File: config.mk
export PLATFORM = sky130hd
export DESIGN_NAME = tsn_gate_control_list_sequencer_core
export DESIGN_NICKNAME = d
export VERILOG_FILES = /design/src/hw/rtl/tgcl_pkg.sv /design/src/hw/rtl/tgcl_list_store.sv /design/src/hw/rtl/tgcl_sched.sv /design/src/hw/rtl/tsn_gate_control_list_sequencer_core.sv
export VERILOG_INCLUDE_DIRS = /design/src /design/src/hw/rtl
export SDC_FILE = /design/constraint.sdc
export NUM_CORES = 2
export LEC_CHECK = 0
export BUFFER_PORTS_ARGS = -buffer_cell sky130_fd_sc_hd__buf_2
export CAP_MARGIN = 10
export CORE_MARGIN = 5
export CORE_UTILIZATION = 65
export DETAILED_ROUTE_END_ITERATION = 16
export GPL_ROUTABILITY_DRIVEN = 0
export PLACE_DENSITY_LB_ADDON = 0.3
export SLEW_MARGIN = 20
export SYNTH_ARGS = -nofsm -noshare
export SYNTH_HDL_FRONTEND = slang
export SYNTH_SLANG_ARGS = --single-unit
File: constraint.sdc
create_clock -name i_clk -period 42.8 [get_ports i_clk]
set_input_delay 2.14 -clock i_clk [delete_from_list [all_inputs] [get_ports i_clk]]
set_output_delay 2.14 -clock i_clk [all_outputs]
set_load 0.02 [all_outputs]
File: src/hw/rtl/assert_macros.svh
// Assertion helpers for the RTL, used by the sequencer.
// Define ASSERT_OFF to compile all checks away.
`ifndef ASSERT_MACROS_SVH
`define ASSERT_MACROS_SVH

`ifndef ASSERT_OFF

// Check a property on every rising clock edge outside reset.
`define ASSERT_CLK(lbl, clk, rst_n, prop, msg) \
    lbl: assert property (@(posedge clk) disable iff (!(rst_n)) (prop)) else $error(msg);

// Check that a condition never holds outside reset.
`define ASSERT_NEVER(lbl, clk, rst_n, expr, msg) \
    lbl: assert property (@(posedge clk) disable iff (!(rst_n)) !(expr)) else $error(msg);

`else

`define ASSERT_CLK(lbl, clk, rst_n, prop, msg)
`define ASSERT_NEVER(lbl, clk, rst_n, expr, msg)

`endif

`endif

File: src/hw/rtl/tgcl_pkg.sv
`timescale 1ns / 1ps

package tgcl_pkg;

    // Field widths of the stream words
    localparam int IDX_W       = 4;
    localparam int GATE_W      = 8;
    localparam int DUR_IN_W    = 32;
    localparam int LEN_W       = 5;
    localparam int ADV_W       = 16;
    localparam int DELAY_W     = 32;
    localparam int ENTRY_W     = 4;
    localparam int MODE_W      = 2;
    localparam int IN_TDATA_W  = 56;
    localparam int OUT_TDATA_W = 48;
    localparam int CFG_IDX_W   = 2;
    localparam int CFG_DATA_W  = 16;

    // Operation carried in the input tuser
    typedef enum logic [MODE_W-1:0] {
        MODE_TICK   = 2'd0,
        MODE_WRITE  = 2'd1,
        MODE_COMMIT = 2'd2
    } t_mode;

    // Configuration register indexes
    typedef enum logic [CFG_IDX_W-1:0] {
        CFG_EXPRESS_MASK = 2'd0,
        CFG_HOLD_REL_EN  = 2'd1,
        CFG_HOLD_ADVANCE = 2'd2
    } t_cfg_idx;

    // Configuration as seen by the sequencer
    typedef struct packed {
        logic [GATE_W-1:0] express_mask;
        logic              hold_rel_en;
        logic [ADV_W-1:0]  hold_advance;
    } t_cfg;

    // Sequencer to list store controls
    typedef struct packed {
        logic wr_en;    // write one pending entry
        logic advance;  // rotate the active ring by one entry
        logic swap;     // take the pending list as the new active list
    } t_store_ctl;

endpackage

File: src/hw/rtl/tgcl_list_store.sv
`timescale 1ns / 1ps

module tgcl_list_store #(
    parameter int LIST_DEPTH    = 16,
    parameter int GATE_COUNT    = 8,
    parameter int DURATION_BITS = 32
) (
    input  logic                                i_clk,
    input  tgcl_pkg::t_store_ctl                i_ctl,
    input  logic [tgcl_pkg::IDX_W-1:0]          i_wr_idx,
    input  logic [tgcl_pkg::GATE_W-1:0]         i_wr_gates,
    input  logic [tgcl_pkg::DUR_IN_W-1:0]       i_wr_dur,
    input  logic [$clog2(LIST_DEPTH+1)-1:0]     i_rot_cnt,
    output logic [tgcl_pkg::GATE_W-1:0]         o_cur_gates,
    output logic [DURATION_BITS-1:0]            o_cur_dur,
    output logic [tgcl_pkg::GATE_W-1:0]         o_next_gates,
    output logic [tgcl_pkg::GATE_W-1:0]         o_pend0_gates
);
    import tgcl_pkg::*;

    localparam logic [GATE_W-1:0] GMASK = GATE_W'((1 << GATE_COUNT) - 1);

    // Pending list in entry order; active list as a ring whose head is the current entry
    logic [GATE_W-1:0]        r_pend_gates [LIST_DEPTH];
    logic [DURATION_BITS-1:0] r_pend_dur   [LIST_DEPTH];
    logic [GATE_W-1:0]        r_ring_gates [LIST_DEPTH];
    logic [DURATION_BITS-1:0] r_ring_dur   [LIST_DEPTH];

    logic [GATE_W-1:0]        src_gates    [LIST_DEPTH];
    logic [DURATION_BITS-1:0] src_dur      [LIST_DEPTH];
    logic [GATE_W-1:0]        n_ring_gates [LIST_DEPTH];
    logic [DURATION_BITS-1:0] n_ring_dur   [LIST_DEPTH];

    genvar gi;
    generate
        for (gi = 0; gi < LIST_DEPTH; gi++) begin : g_entry
            // Pick the list this step works from
            assign src_gates[gi] = i_ctl.swap ? r_pend_gates[gi] : r_ring_gates[gi];
            assign src_dur[gi]   = i_ctl.swap ? r_pend_dur[gi]   : r_ring_dur[gi];

            // Rotate by one; the head wraps into the slot of the last valid entry
            if (gi < LIST_DEPTH - 1) begin : g_mid
                assign n_ring_gates[gi] = (gi + 1 >= int'(i_rot_cnt)) ? src_gates[0]
                                                                      : src_gates[gi+1];
                assign n_ring_dur[gi]   = (gi + 1 >= int'(i_rot_cnt)) ? src_dur[0]
                                                                      : src_dur[gi+1];
            end else begin : g_end
                assign n_ring_gates[gi] = src_gates[0];
                assign n_ring_dur[gi]   = src_dur[0];
            end

            // Write pending entries, advance the ring on each entry step
            always_ff @(posedge i_clk) begin
                if (i_ctl.wr_en && (int'(i_wr_idx) == gi)) begin
                    r_pend_gates[gi] <= i_wr_gates & GMASK;
                    r_pend_dur[gi]   <= DURATION_BITS'(i_wr_dur);
                end
                if (i_ctl.advance) begin
                    r_ring_gates[gi] <= n_ring_gates[gi];
                    r_ring_dur[gi]   <= n_ring_dur[gi];
                end
            end
        end

        // Entry following the current one, wrapping on a single entry list
        if (LIST_DEPTH > 1) begin : g_next
            assign o_next_gates = (int'(i_rot_cnt) > 1) ? src_gates[1] : src_gates[0];
        end else begin : g_next_one
            assign o_next_gates = src_gates[0];
        end
    endgenerate

    assign o_cur_gates   = src_gates[0];
    assign o_cur_dur     = src_dur[0];
    assign o_pend0_gates = r_pend_gates[0];

endmodule

File: src/hw/rtl/tgcl_sched.sv
`timescale 1ns / 1ps
`include "assert_macros.svh"

module tgcl_sched #(
    parameter int LIST_DEPTH    = 16,
    parameter int GATE_COUNT    = 8,
    parameter int DURATION_BITS = 32
) (
    input  logic                                i_clk,
    input  logic                                i_rst_n,
    // Word from the input register
    input  logic                                i_fire,
    input  tgcl_pkg::t_mode                     i_mode,
    input  logic [tgcl_pkg::LEN_W-1:0]          i_list_length,
    input  logic                                i_mac_on_hold,
    input  tgcl_pkg::t_cfg                      i_cfg,
    // List store
    output tgcl_pkg::t_store_ctl                o_store_ctl,
    output logic [$clog2(LIST_DEPTH+1)-1:0]     o_rot_cnt,
    input  logic [tgcl_pkg::GATE_W-1:0]         i_cur_gates,
    input  logic [DURATION_BITS-1:0]            i_cur_dur,
    input  logic [tgcl_pkg::GATE_W-1:0]         i_next_gates,
    input  logic [tgcl_pkg::GATE_W-1:0]         i_pend0_gates,
    // Result register
    output logic                                o_can_accept,
    output logic                                o_out_valid,
    input  logic                                i_out_ready,
    output logic [tgcl_pkg::GATE_W-1:0]         o_gate_states,
    output logic                                o_gates_updated,
    output logic                                o_release_res,
    output logic                                o_hold_request,
    output logic [tgcl_pkg::DELAY_W-1:0]        o_hold_delay,
    output logic [tgcl_pkg::ENTRY_W-1:0]        o_current_entry
);
    import tgcl_pkg::*;

    localparam int CNT_W = $clog2(LIST_DEPTH + 1);
    localparam int PTR_W = (LIST_DEPTH > 1) ? $clog2(LIST_DEPTH) : 1;
    localparam int DW    = ((DURATION_BITS > ADV_W) ? DURATION_BITS : ADV_W) + 1;
    localparam logic [GATE_W-1:0] GMASK = GATE_W'((1 << GATE_COUNT) - 1);

    // Sequencer state
    logic [CNT_W-1:0]         r_act_cnt,  n_act_cnt;
    logic [CNT_W-1:0]         r_pend_cnt, n_pend_cnt;
    logic                     r_pend_valid, n_pend_valid;
    logic [PTR_W-1:0]         r_ptr, n_ptr;
    logic [DURATION_BITS-1:0] r_ticks, n_ticks;
    logic                     r_running, n_running;
    logic [GATE_W-1:0]        r_gates, n_gates;
    logic                     r_out_valid, n_out_valid;

    // Result payload
    logic [GATE_W-1:0]  r_res_gates;
    logic               r_res_upd, n_res_upd;
    logic               r_res_rel, n_res_rel;
    logic               r_res_hold, n_res_hold;
    logic [DELAY_W-1:0] r_res_delay, n_res_delay;
    logic [ENTRY_W-1:0] r_res_entry, n_res_entry;

    logic             tick, countdown, do_step, swap, empty, apply, last, pv_after;
    logic [CNT_W-1:0] cnt, len_sat;
    logic [GATE_W-1:0] next_gates;
    logic             rel, hold;
    logic [DW-1:0]    dly_diff;
    logic [DELAY_W-1:0] dly;

    assign o_can_accept = !r_out_valid || i_out_ready;

    // Decode what this word does to the schedule
    always_comb begin
        tick      = i_fire && (i_mode == MODE_TICK);
        countdown = tick && r_running && (r_ticks > DURATION_BITS'(1));
        do_step   = tick && !countdown && (r_running || r_pend_valid);
        swap      = do_step && (r_ptr == '0) && r_pend_valid;
        cnt       = swap ? r_pend_cnt : r_act_cnt;
        empty     = swap && (r_pend_cnt == '0);
        apply     = do_step && !empty;
        pv_after  = r_pend_valid && !swap;
        last      = (CNT_W'(r_ptr) + CNT_W'(1)) == cnt;
        len_sat   = (int'(i_list_length) > LIST_DEPTH) ? CNT_W'(LIST_DEPTH)
                                                       : CNT_W'(i_list_length);
    end

    // Gate mask of the entry after this one, and the hold and release terms
    always_comb begin
        if (pv_after && last) begin
            next_gates = (r_pend_cnt != '0) ? i_pend0_gates : '0;
        end else begin
            next_gates = i_next_gates;
        end
        rel      = i_cfg.hold_rel_en && ((i_cur_gates & i_cfg.express_mask & GMASK) == '0)
                   && i_mac_on_hold;
        hold     = i_cfg.hold_rel_en && ((next_gates & i_cfg.express_mask & GMASK) != '0);
        dly_diff = DW'(i_cur_dur) - DW'(i_cfg.hold_advance);
        dly      = (!dly_diff[DW-1] && (dly_diff != '0)) ? DELAY_W'(dly_diff[DW-2:0]) : '0;
    end

    // Store controls
    always_comb begin
        o_store_ctl.wr_en   = i_fire && (i_mode == MODE_WRITE);
        o_store_ctl.advance = apply;
        o_store_ctl.swap    = swap;
        o_rot_cnt           = cnt;
    end

    // Next sequencer state
    always_comb begin
        n_act_cnt    = r_act_cnt;
        n_pend_cnt   = r_pend_cnt;
        n_pend_valid = r_pend_valid;
        n_ptr        = r_ptr;
        n_ticks      = r_ticks;
        n_running    = r_running;
        n_gates      = r_gates;
        if (i_fire) begin
            case (i_mode)
                MODE_TICK: begin
                    if (countdown) begin
                        n_ticks = r_ticks - DURATION_BITS'(1);
                    end else if (empty) begin
                        n_act_cnt    = '0;
                        n_pend_valid = 1'b0;
                        n_running    = 1'b0;
                        n_ptr        = '0;
                        n_ticks      = '0;
                        n_gates      = GMASK;
                    end else if (apply) begin
                        if (swap) begin
                            n_act_cnt    = r_pend_cnt;
                            n_pend_valid = 1'b0;
                        end
                        n_running = 1'b1;
                        n_gates   = i_cur_gates;
                        n_ticks   = i_cur_dur;
                        n_ptr     = last ? '0 : r_ptr + PTR_W'(1);
                    end
                end
                MODE_COMMIT: begin
                    n_pend_cnt   = len_sat;
                    n_pend_valid = 1'b1;
                end
                default: begin
                end
            endcase
        end
    end

    // Result word
    always_comb begin
        n_res_upd   = do_step;
        n_res_rel   = empty || (apply && rel);
        n_res_hold  = apply && hold;
        n_res_delay = (apply && hold) ? dly : '0;
        n_res_entry = apply ? ENTRY_W'(r_ptr) : '0;
        if (i_fire) begin
            n_out_valid = 1'b1;
        end else if (i_out_ready) begin
            n_out_valid = 1'b0;
        end else begin
            n_out_valid = r_out_valid;
        end
    end

    // Control registers
    always_ff @(posedge i_clk) begin
        if (!i_rst_n) begin
            r_act_cnt    <= '0;
            r_pend_cnt   <= '0;
            r_pend_valid <= 1'b0;
            r_ptr        <= '0;
            r_ticks      <= '0;
            r_running    <= 1'b0;
            r_gates      <= GMASK;
            r_out_valid  <= 1'b0;
        end else begin
            r_act_cnt    <= n_act_cnt;
            r_pend_cnt   <= n_pend_cnt;
            r_pend_valid <= n_pend_valid;
            r_ptr        <= n_ptr;
            r_ticks      <= n_ticks;
            r_running    <= n_running;
            r_gates      <= n_gates;
            r_out_valid  <= n_out_valid;
        end
    end

    // Load the result word with each processed input word
    always_ff @(posedge i_clk) begin
        if (i_fire) begin
            r_res_gates <= n_gates;
            r_res_upd   <= n_res_upd;
            r_res_rel   <= n_res_rel;
            r_res_hold  <= n_res_hold;
            r_res_delay <= n_res_delay;
            r_res_entry <= n_res_entry;
        end
    end

    assign o_out_valid     = r_out_valid;
    assign o_gate_states   = r_res_gates;
    assign o_gates_updated = r_res_upd;
    assign o_release_res   = r_res_rel;
    assign o_hold_request  = r_res_hold;
    assign o_hold_delay    = r_res_delay;
    assign o_current_entry = r_res_entry;

    // A running schedule always has entries and points inside them
    `ASSERT_CLK(a_run_has_entries, i_clk, i_rst_n, r_running |-> (r_act_cnt != '0), "running with empty list")
    `ASSERT_CLK(a_ptr_in_list, i_clk, i_rst_n, r_running |-> (CNT_W'(r_ptr) < r_act_cnt), "entry pointer past list end")
    // An idle schedule holds no countdown
    `ASSERT_NEVER(a_idle_no_ticks, i_clk, i_rst_n, !r_running && (r_ticks != '0), "countdown while idle")
    // A hold request only comes with an entry step
    `ASSERT_CLK(a_hold_with_step, i_clk, i_rst_n, (r_out_valid && r_res_hold) |-> r_res_upd, "hold without entry step")
    // A commit leaves a pending list behind
    `ASSERT_CLK(a_commit_pending, i_clk, i_rst_n, (i_fire && (i_mode == MODE_COMMIT)) |=> r_pend_valid, "commit lost")

endmodule

File: src/hw/rtl/tsn_gate_control_list_sequencer_core.sv
`timescale 1ns / 1ps
// Time-aware gate sequencer with a pending and an active gate control list.
// Input stream: s_axis_tuser selects the operation (tick, write pending entry,
// commit pending list); s_axis_tdata carries the entry and MAC hold fields.
// Output stream: one word per input word with the current gate mask, the
// hold/release flags, the hold delay and the applied entry; m_axis_tuser
// flags words on which an entry step happened.
// Configuration: i_cfg_* writes express mask, hold/release enable and hold
// advance; always ready, to be written only while the block is idle.
// Path: an accepted word is held in the input register, then loaded into the
// result register. Throughput: one word per cycle unless the output stalls;
// an input register and a result register with one pass of compare,
// subtract and select between them.
// Reset: gates all open, no list running, nothing pending, configuration zero;
// list contents are undefined until written.
// Stall: when m_axis_tready is low the result word holds; an empty input
// register still takes one word, then s_axis_tready stays low until the
// result is taken.
module tsn_gate_control_list_sequencer_core #(
    parameter int LIST_DEPTH    = 16,
    parameter int GATE_COUNT    = 8,
    parameter int DURATION_BITS = 32
) (
    input  logic                                  i_clk,
    input  logic                                  i_rst_n,
    // Configuration write channel
    input  logic                                  i_cfg_valid,
    output logic                                  o_cfg_ready,
    input  logic [tgcl_pkg::CFG_IDX_W-1:0]        i_cfg_index,
    input  logic [tgcl_pkg::CFG_DATA_W-1:0]       i_cfg_data,
    // Input stream
    input  logic                                  s_axis_tvalid,
    output logic                                  s_axis_tready,
    // entry_index[3:0], entry_gates[11:4], entry_duration[43:12],
    // list_length[48:44], mac_on_hold[49], zero[55:50]
    input  logic [tgcl_pkg::IN_TDATA_W-1:0]       s_axis_tdata,
    // mode[1:0]
    input  logic [tgcl_pkg::MODE_W-1:0]           s_axis_tuser,
    // Output stream
    output logic                                  m_axis_tvalid,
    input  logic                                  m_axis_tready,
    // gate_states[7:0], release_res[8], hold_request[9], hold_delay[41:10],
    // current_entry[45:42], zero[47:46]
    output logic [tgcl_pkg::OUT_TDATA_W-1:0]      m_axis_tdata,
    // gates_updated[0]
    output logic [0:0]                            m_axis_tuser
);
    import tgcl_pkg::*;

    localparam int CNT_W = $clog2(LIST_DEPTH + 1);

    t_cfg                   r_cfg;
    logic                   r_in_valid;
    logic [IN_TDATA_W-1:0]  r_in_tdata;
    logic [MODE_W-1:0]      r_in_tuser;

    logic                   can_accept, fire;
    t_store_ctl             store_ctl;
    logic [CNT_W-1:0]       rot_cnt;
    logic [GATE_W-1:0]      cur_gates, next_gates, pend0_gates;
    logic [DURATION_BITS-1:0] cur_dur;

    logic [GATE_W-1:0]      gate_states;
    logic                   gates_updated, release_res, hold_request;
    logic [DELAY_W-1:0]     hold_delay;
    logic [ENTRY_W-1:0]     current_entry;

    // Configuration registers
    assign o_cfg_ready = 1'b1;

    always_ff @(posedge i_clk) begin
        if (!i_rst_n) begin
            r_cfg <= '0;
        end else if (i_cfg_valid) begin
            case (t_cfg_idx'(i_cfg_index))
                CFG_EXPRESS_MASK: r_cfg.express_mask <= i_cfg_data[GATE_W-1:0];
                CFG_HOLD_REL_EN:  r_cfg.hold_rel_en  <= i_cfg_data[0];
                CFG_HOLD_ADVANCE: r_cfg.hold_advance <= i_cfg_data[ADV_W-1:0];
                default: begin
                end
            endcase
        end
    end

    // Input register: take a word when empty or when the held one moves on
    assign fire          = r_in_valid && can_accept;
    assign s_axis_tready = !r_in_valid || can_accept;

    always_ff @(posedge i_clk) begin
        if (!i_rst_n) begin
            r_in_valid <= 1'b0;
        end else if (s_axis_tready) begin
            r_in_valid <= s_axis_tvalid;
        end
    end

    always_ff @(posedge i_clk) begin
        if (s_axis_tready && s_axis_tvalid) begin
            r_in_tdata <= s_axis_tdata;
            r_in_tuser <= s_axis_tuser;
        end
    end

    tgcl_list_store #(
        .LIST_DEPTH    (LIST_DEPTH),
        .GATE_COUNT    (GATE_COUNT),
        .DURATION_BITS (DURATION_BITS)
    ) u_store (
        .i_clk         (i_clk),
        .i_ctl         (store_ctl),
        .i_wr_idx      (r_in_tdata[3:0]),
        .i_wr_gates    (r_in_tdata[11:4]),
        .i_wr_dur      (r_in_tdata[43:12]),
        .i_rot_cnt     (rot_cnt),
        .o_cur_gates   (cur_gates),
        .o_cur_dur     (cur_dur),
        .o_next_gates  (next_gates),
        .o_pend0_gates (pend0_gates)
    );

    tgcl_sched #(
        .LIST_DEPTH    (LIST_DEPTH),
        .GATE_COUNT    (GATE_COUNT),
        .DURATION_BITS (DURATION_BITS)
    ) u_sched (
        .i_clk           (i_clk),
        .i_rst_n         (i_rst_n),
        .i_fire          (fire),
        .i_mode          (t_mode'(r_in_tuser)),
        .i_list_length   (r_in_tdata[48:44]),
        .i_mac_on_hold   (r_in_tdata[49]),
        .i_cfg           (r_cfg),
        .o_store_ctl     (store_ctl),
        .o_rot_cnt       (rot_cnt),
        .i_cur_gates     (cur_gates),
        .i_cur_dur       (cur_dur),
        .i_next_gates    (next_gates),
        .i_pend0_gates   (pend0_gates),
        .o_can_accept    (can_accept),
        .o_out_valid     (m_axis_tvalid),
        .i_out_ready     (m_axis_tready),
        .o_gate_states   (gate_states),
        .o_gates_updated (gates_updated),
        .o_release_res   (release_res),
        .o_hold_request  (hold_request),
        .o_hold_delay    (hold_delay),
        .o_current_entry (current_entry)
    );

    // Pack the result word
    assign m_axis_tdata = {2'b00, current_entry, hold_delay, hold_request, release_res,
                           gate_states};
    assign m_axis_tuser = gates_updated;

endmodule

==> impl_results.md <==
* Iter 0 DRT Violations at 5019
* Max Slew Vio Count at 0
* Tcrit/Tclk final at 0.198
* Chip width at 315 um
* Diode count at 0
* Startpoint Class: input port
* Total CTS buffers at 146
* Detailed placement HPWL at 75.1 mm
* Worst Path Required at 43.29 ns
* Largest family of logic cells by synthesized area: simple AND/OR/NAND/NOR gates
* Wirelength, routed at 143 mm
* Worst Hold Path EP: r_cfg[3]$_SDFFE_PN0P_
* Routed wire per std cell at 24.2 um
* Deepest clock path buffer count at 3
* HP Class: reg -> reg
* Synthesized flop and latch total at 1462
* Slew margin rel. at 0.197
* Leading area contributor after synthesis: edfxtp_1
* Reg2Reg Capture Point: u_sched.o_hold_delay[4]$_SDFFCE_PN0P_
* Max FO, Critical Path at 70
* IO Port Bufs at 123
* Status: complete, no violations
* XOR/XNOR share of the synthesized area at 0.00576
* Row count at 111
* RSZ-0062 raised after global routing: no
* Max_cap viols at 0
* Initial antenna violation count at 1
* Cells after Synth at 4564
* H-tree levels at 4
* Post-synthesis sequential area ratio at 0.713
* Postcts setup bufs at 0
* CTS Sinks at 1462
* Final setup violation count at 0
* Complex-gate fraction of the synthesized area at 0.0768
* Critical Path End Type: register
* Die Span Y at 315 um
* Pre-antenna DRT Iters at 9
* Worst hold start: r_cfg[3]$_SDFFE_PN0P_
* Post-synth EDFFs at 1379
* Core area at 0.0919 mm2
* Setup TNS at 0 ns
* FF-to-FF Start: u_sched.r_ticks[0]$_SDFFE_PN0P_
* Crit path kind: in -> reg
* R2R setup slack at 34.92 ns
* # DRC at 0
* Share of the synthesized area in the top cell type at 0.686
* CTS tree: done
* Synth Warn # at 0
* Peak supply drop at 0.0000448 V
* Post_cts resized at 0
* Fmax at 0.118 GHz
* Layout cell share with drive strength beyond 1 at 0.0929
* Area share of and/or/nand/nor cells after synthesis at 0.0945
* ANT nets after route at 0
* Final hold vios at 0
* Final Critical Period at 8.49 ns
* Core Util, Final at 0.724
* Worst Reg-to-Reg Cells at 20
* Dominant synthesized flop cell: edfxtp_1
* Worst-path clk slew at 0.06 ns
* Largest net degree at the start of global routing at 192
* P&R area growth vs syn at 10.2%
* First-pass GRT wire length at 214 mm
* Post-cts hold buffer count at 0
* Clock Skews at 0.0294 ns
* Synth top area cells: edfxtp_1 (69%), mux2i_1 (7.9%), nand2_1 (5.7%)
* Mux contribution to synthesized area at 0.0816
* All-Layer GR Usage at 0.283
* Adder-Cell Fraction of Synth Area at 0.00468
* Die area at 0.0991 mm2
* Hold Crit Depth at 2
* Static Leak at 0.0262 uW
* Synth cell types at 83
* Total number of vias at 37442
* Clock Latency Late Sink at 0.75 ns
* Nets at 4682
* PD cells at 42.5 mW/mm2
* Worst EP arrival at 8.98 ns
* Gr ovfl total at 0
* Average cell area after synthesis at 13.2 um2
* Vias per inst at 6.32
* Vias in the first global route at 36390
* Mapped Area at 0.0604 mm2
* Root Buffer: clkbuf_16
* Initial core utilization at 0.657
* Async S/R FF share, synth at 0
* # IOs at 133
* Worst-margin pin slew at 1.20 ns
## how the worst max path moves through the flow
stage | from | to | slack, ns | depth (start not counted)
2_1_floorplan | m_axis_tready | u_sched.r_ticks[24]$_SDFFE_PN0P_ | 20.22 | 10
3_3_place_gp | m_axis_tready | u_sched.o_hold_delay[30]$_SDFFCE_PN0P_ | 33.82 | 18
3_5_place_dp | m_axis_tready | u_sched.o_hold_delay[30]$_SDFFCE_PN0P_ | 33.80 | 18
4_1_cts | m_axis_tready | u_sched.o_hold_delay[4]$_SDFFCE_PN0P_ | 34.59 | 18
5_1_grt | m_axis_tready | u_sched.o_hold_delay[30]$_SDFFCE_PN0P_ | 33.99 | 18
6_report | m_axis_tready | u_sched.o_hold_delay[4]$_SDFFCE_PN0P_ | 34.31 | 18
## stage by stage
stage                     instance area (um2)  setup WS [ns]  std cells  total power, uW  hold slack [ns]
after detailed placement                62000          33.80       5672             1640            0.449
after floorplan                         60400          20.22       4565             1630            0.436
after global placement                  62000          33.82       5672             1640            0.446
final                                   66500          34.31       5927             2830            0.457
after global routing                    66500          33.99       5927             2910            0.477
after CTS                               66500          34.59       5925             2840            0.458
## state kept, by name, summed over array words and instances (netlist names), 2 cells and up
register / count
r_cfg: 25
r_in_tdata: 50
r_in_tuser: 2
u_sched.o_current_entry: 4
u_sched.o_gate_states: 8
u_sched.o_hold_delay: 32
u_sched.r_act_cnt: 5
u_sched.r_gates: 8
u_sched.r_pend_cnt: 5
u_sched.r_ptr: 4
u_sched.r_ticks: 32
u_store.r_pend_dur: 512
u_store.r_pend_gates: 128
u_store.r_ring_dur: 512
u_store.r_ring_gates: 128
## cell families (layout without fill, tap and decap cells)
logic type,Yosys count,after routing
XOR/XNOR,38,38
buffers and inverters,348,467
adder cells (fa/ha/maj),22,22
other,2,3
flip-flops,1462,1462
AO/OA/AOI/OAI,820,820
multiplexers,490,490
AND/OR/NAND/NOR,1382,1382
## Yosys cell counts (14+ instances only)
cell type  count
a211oi_1      14
a21oi_1       94
a31oi_1      155
and3_1        29
buf_1         16
buf_2         36
clkbuf_1     252
dfxtp_1       83
edfxtp_1    1379
ha_1          21
inv_1         31
mux2_2        14
mux2i_1      475
nand2_1      914
nand3_1       32
nor2_1       261
nor3_1        32
nor4_1        23
o21ai_0      477
or3_1         17
xnor2_1       18
xor2_1        19
## worst max-delay path, cell delays in order
cell and delay, ns:
buf_2 0.10, nand2b_1 0.24, and4_1 0.22, buf_4 0.23, nand2_8 0.47, buf_4 0.80
buf_4 0.61, nand2_1 0.11, nand2_1 0.63, ha_1 0.42, a211o_1 0.28, o211ai_1 0.15
a21oi_1 0.18, a211oi_1 0.43, o21bai_1 0.22, nor3_1 0.27, nand3b_1 0.73, and4_1 0.53
## where the power goes
group | internal, uW | switching, uW
combinational | 12.0 | 25.0
clock | 696 | 519
sequential | 1560 | 13.9
total | 2270 | 558
## layout make-up
| class | instances | area [um2] |
|---|---|---|
| inverters | 35 | 139 |
| well taps | 1243 | 1560 |
| clock buffers | 191 | 3950 |
| multi-input cells | 2755 | 16200 |
| flip-flops and latches | 1462 | 43100 |
| fillers | 5802 | 25400 |
| clock inverters | 62 | 519 |
| repair buffers | 179 | 1140 |
## placed cells by master (no fill, tap or decap), types with 8 or more instances in the layout
cell       synthesis  layout
a211oi_1          14      14
nand3b_1           8       8
nand2_1          914     914
clkinv_2           0      20
or3_1             17      17
nor2_1           261     246
nor3_1            32      28
nor2_4             0      15
dfxtp_1           83      83
a31oi_1          155     155
and3_1            29      29
a21oi_1           94      91
buf_2             36     123
ha_1              21      21
o21ai_0          477     477
buf_4              8      49
nand4_1            8       8
and2_1            12       8
clkbuf_16          0     152
clkinv_1           1      26
nor4_1            23      21
xor2_1            19      19
inv_1             31      31
bufinv_16          0       8
mux2_2            14      14
nand3_1           32      32
a22oi_1           12      12
nand2b_1          10      10
clkbuf_1         252      39
xnor2_1           18      18
edfxtp_1        1379    1379
mux2i_1          475     475
## metal layers
metal	part of all wire	routed length, um	vias up	GRT usage
met5	0	0	-	0
met4	0.040	5780	0	0.113
met3	0.10	14700	304	0.0550
met2	0.45	64200	1987	0.429
met1	0.41	58500	18372	0.413
li1	-	-	16779	-
(Power assumes the default switching activity.)
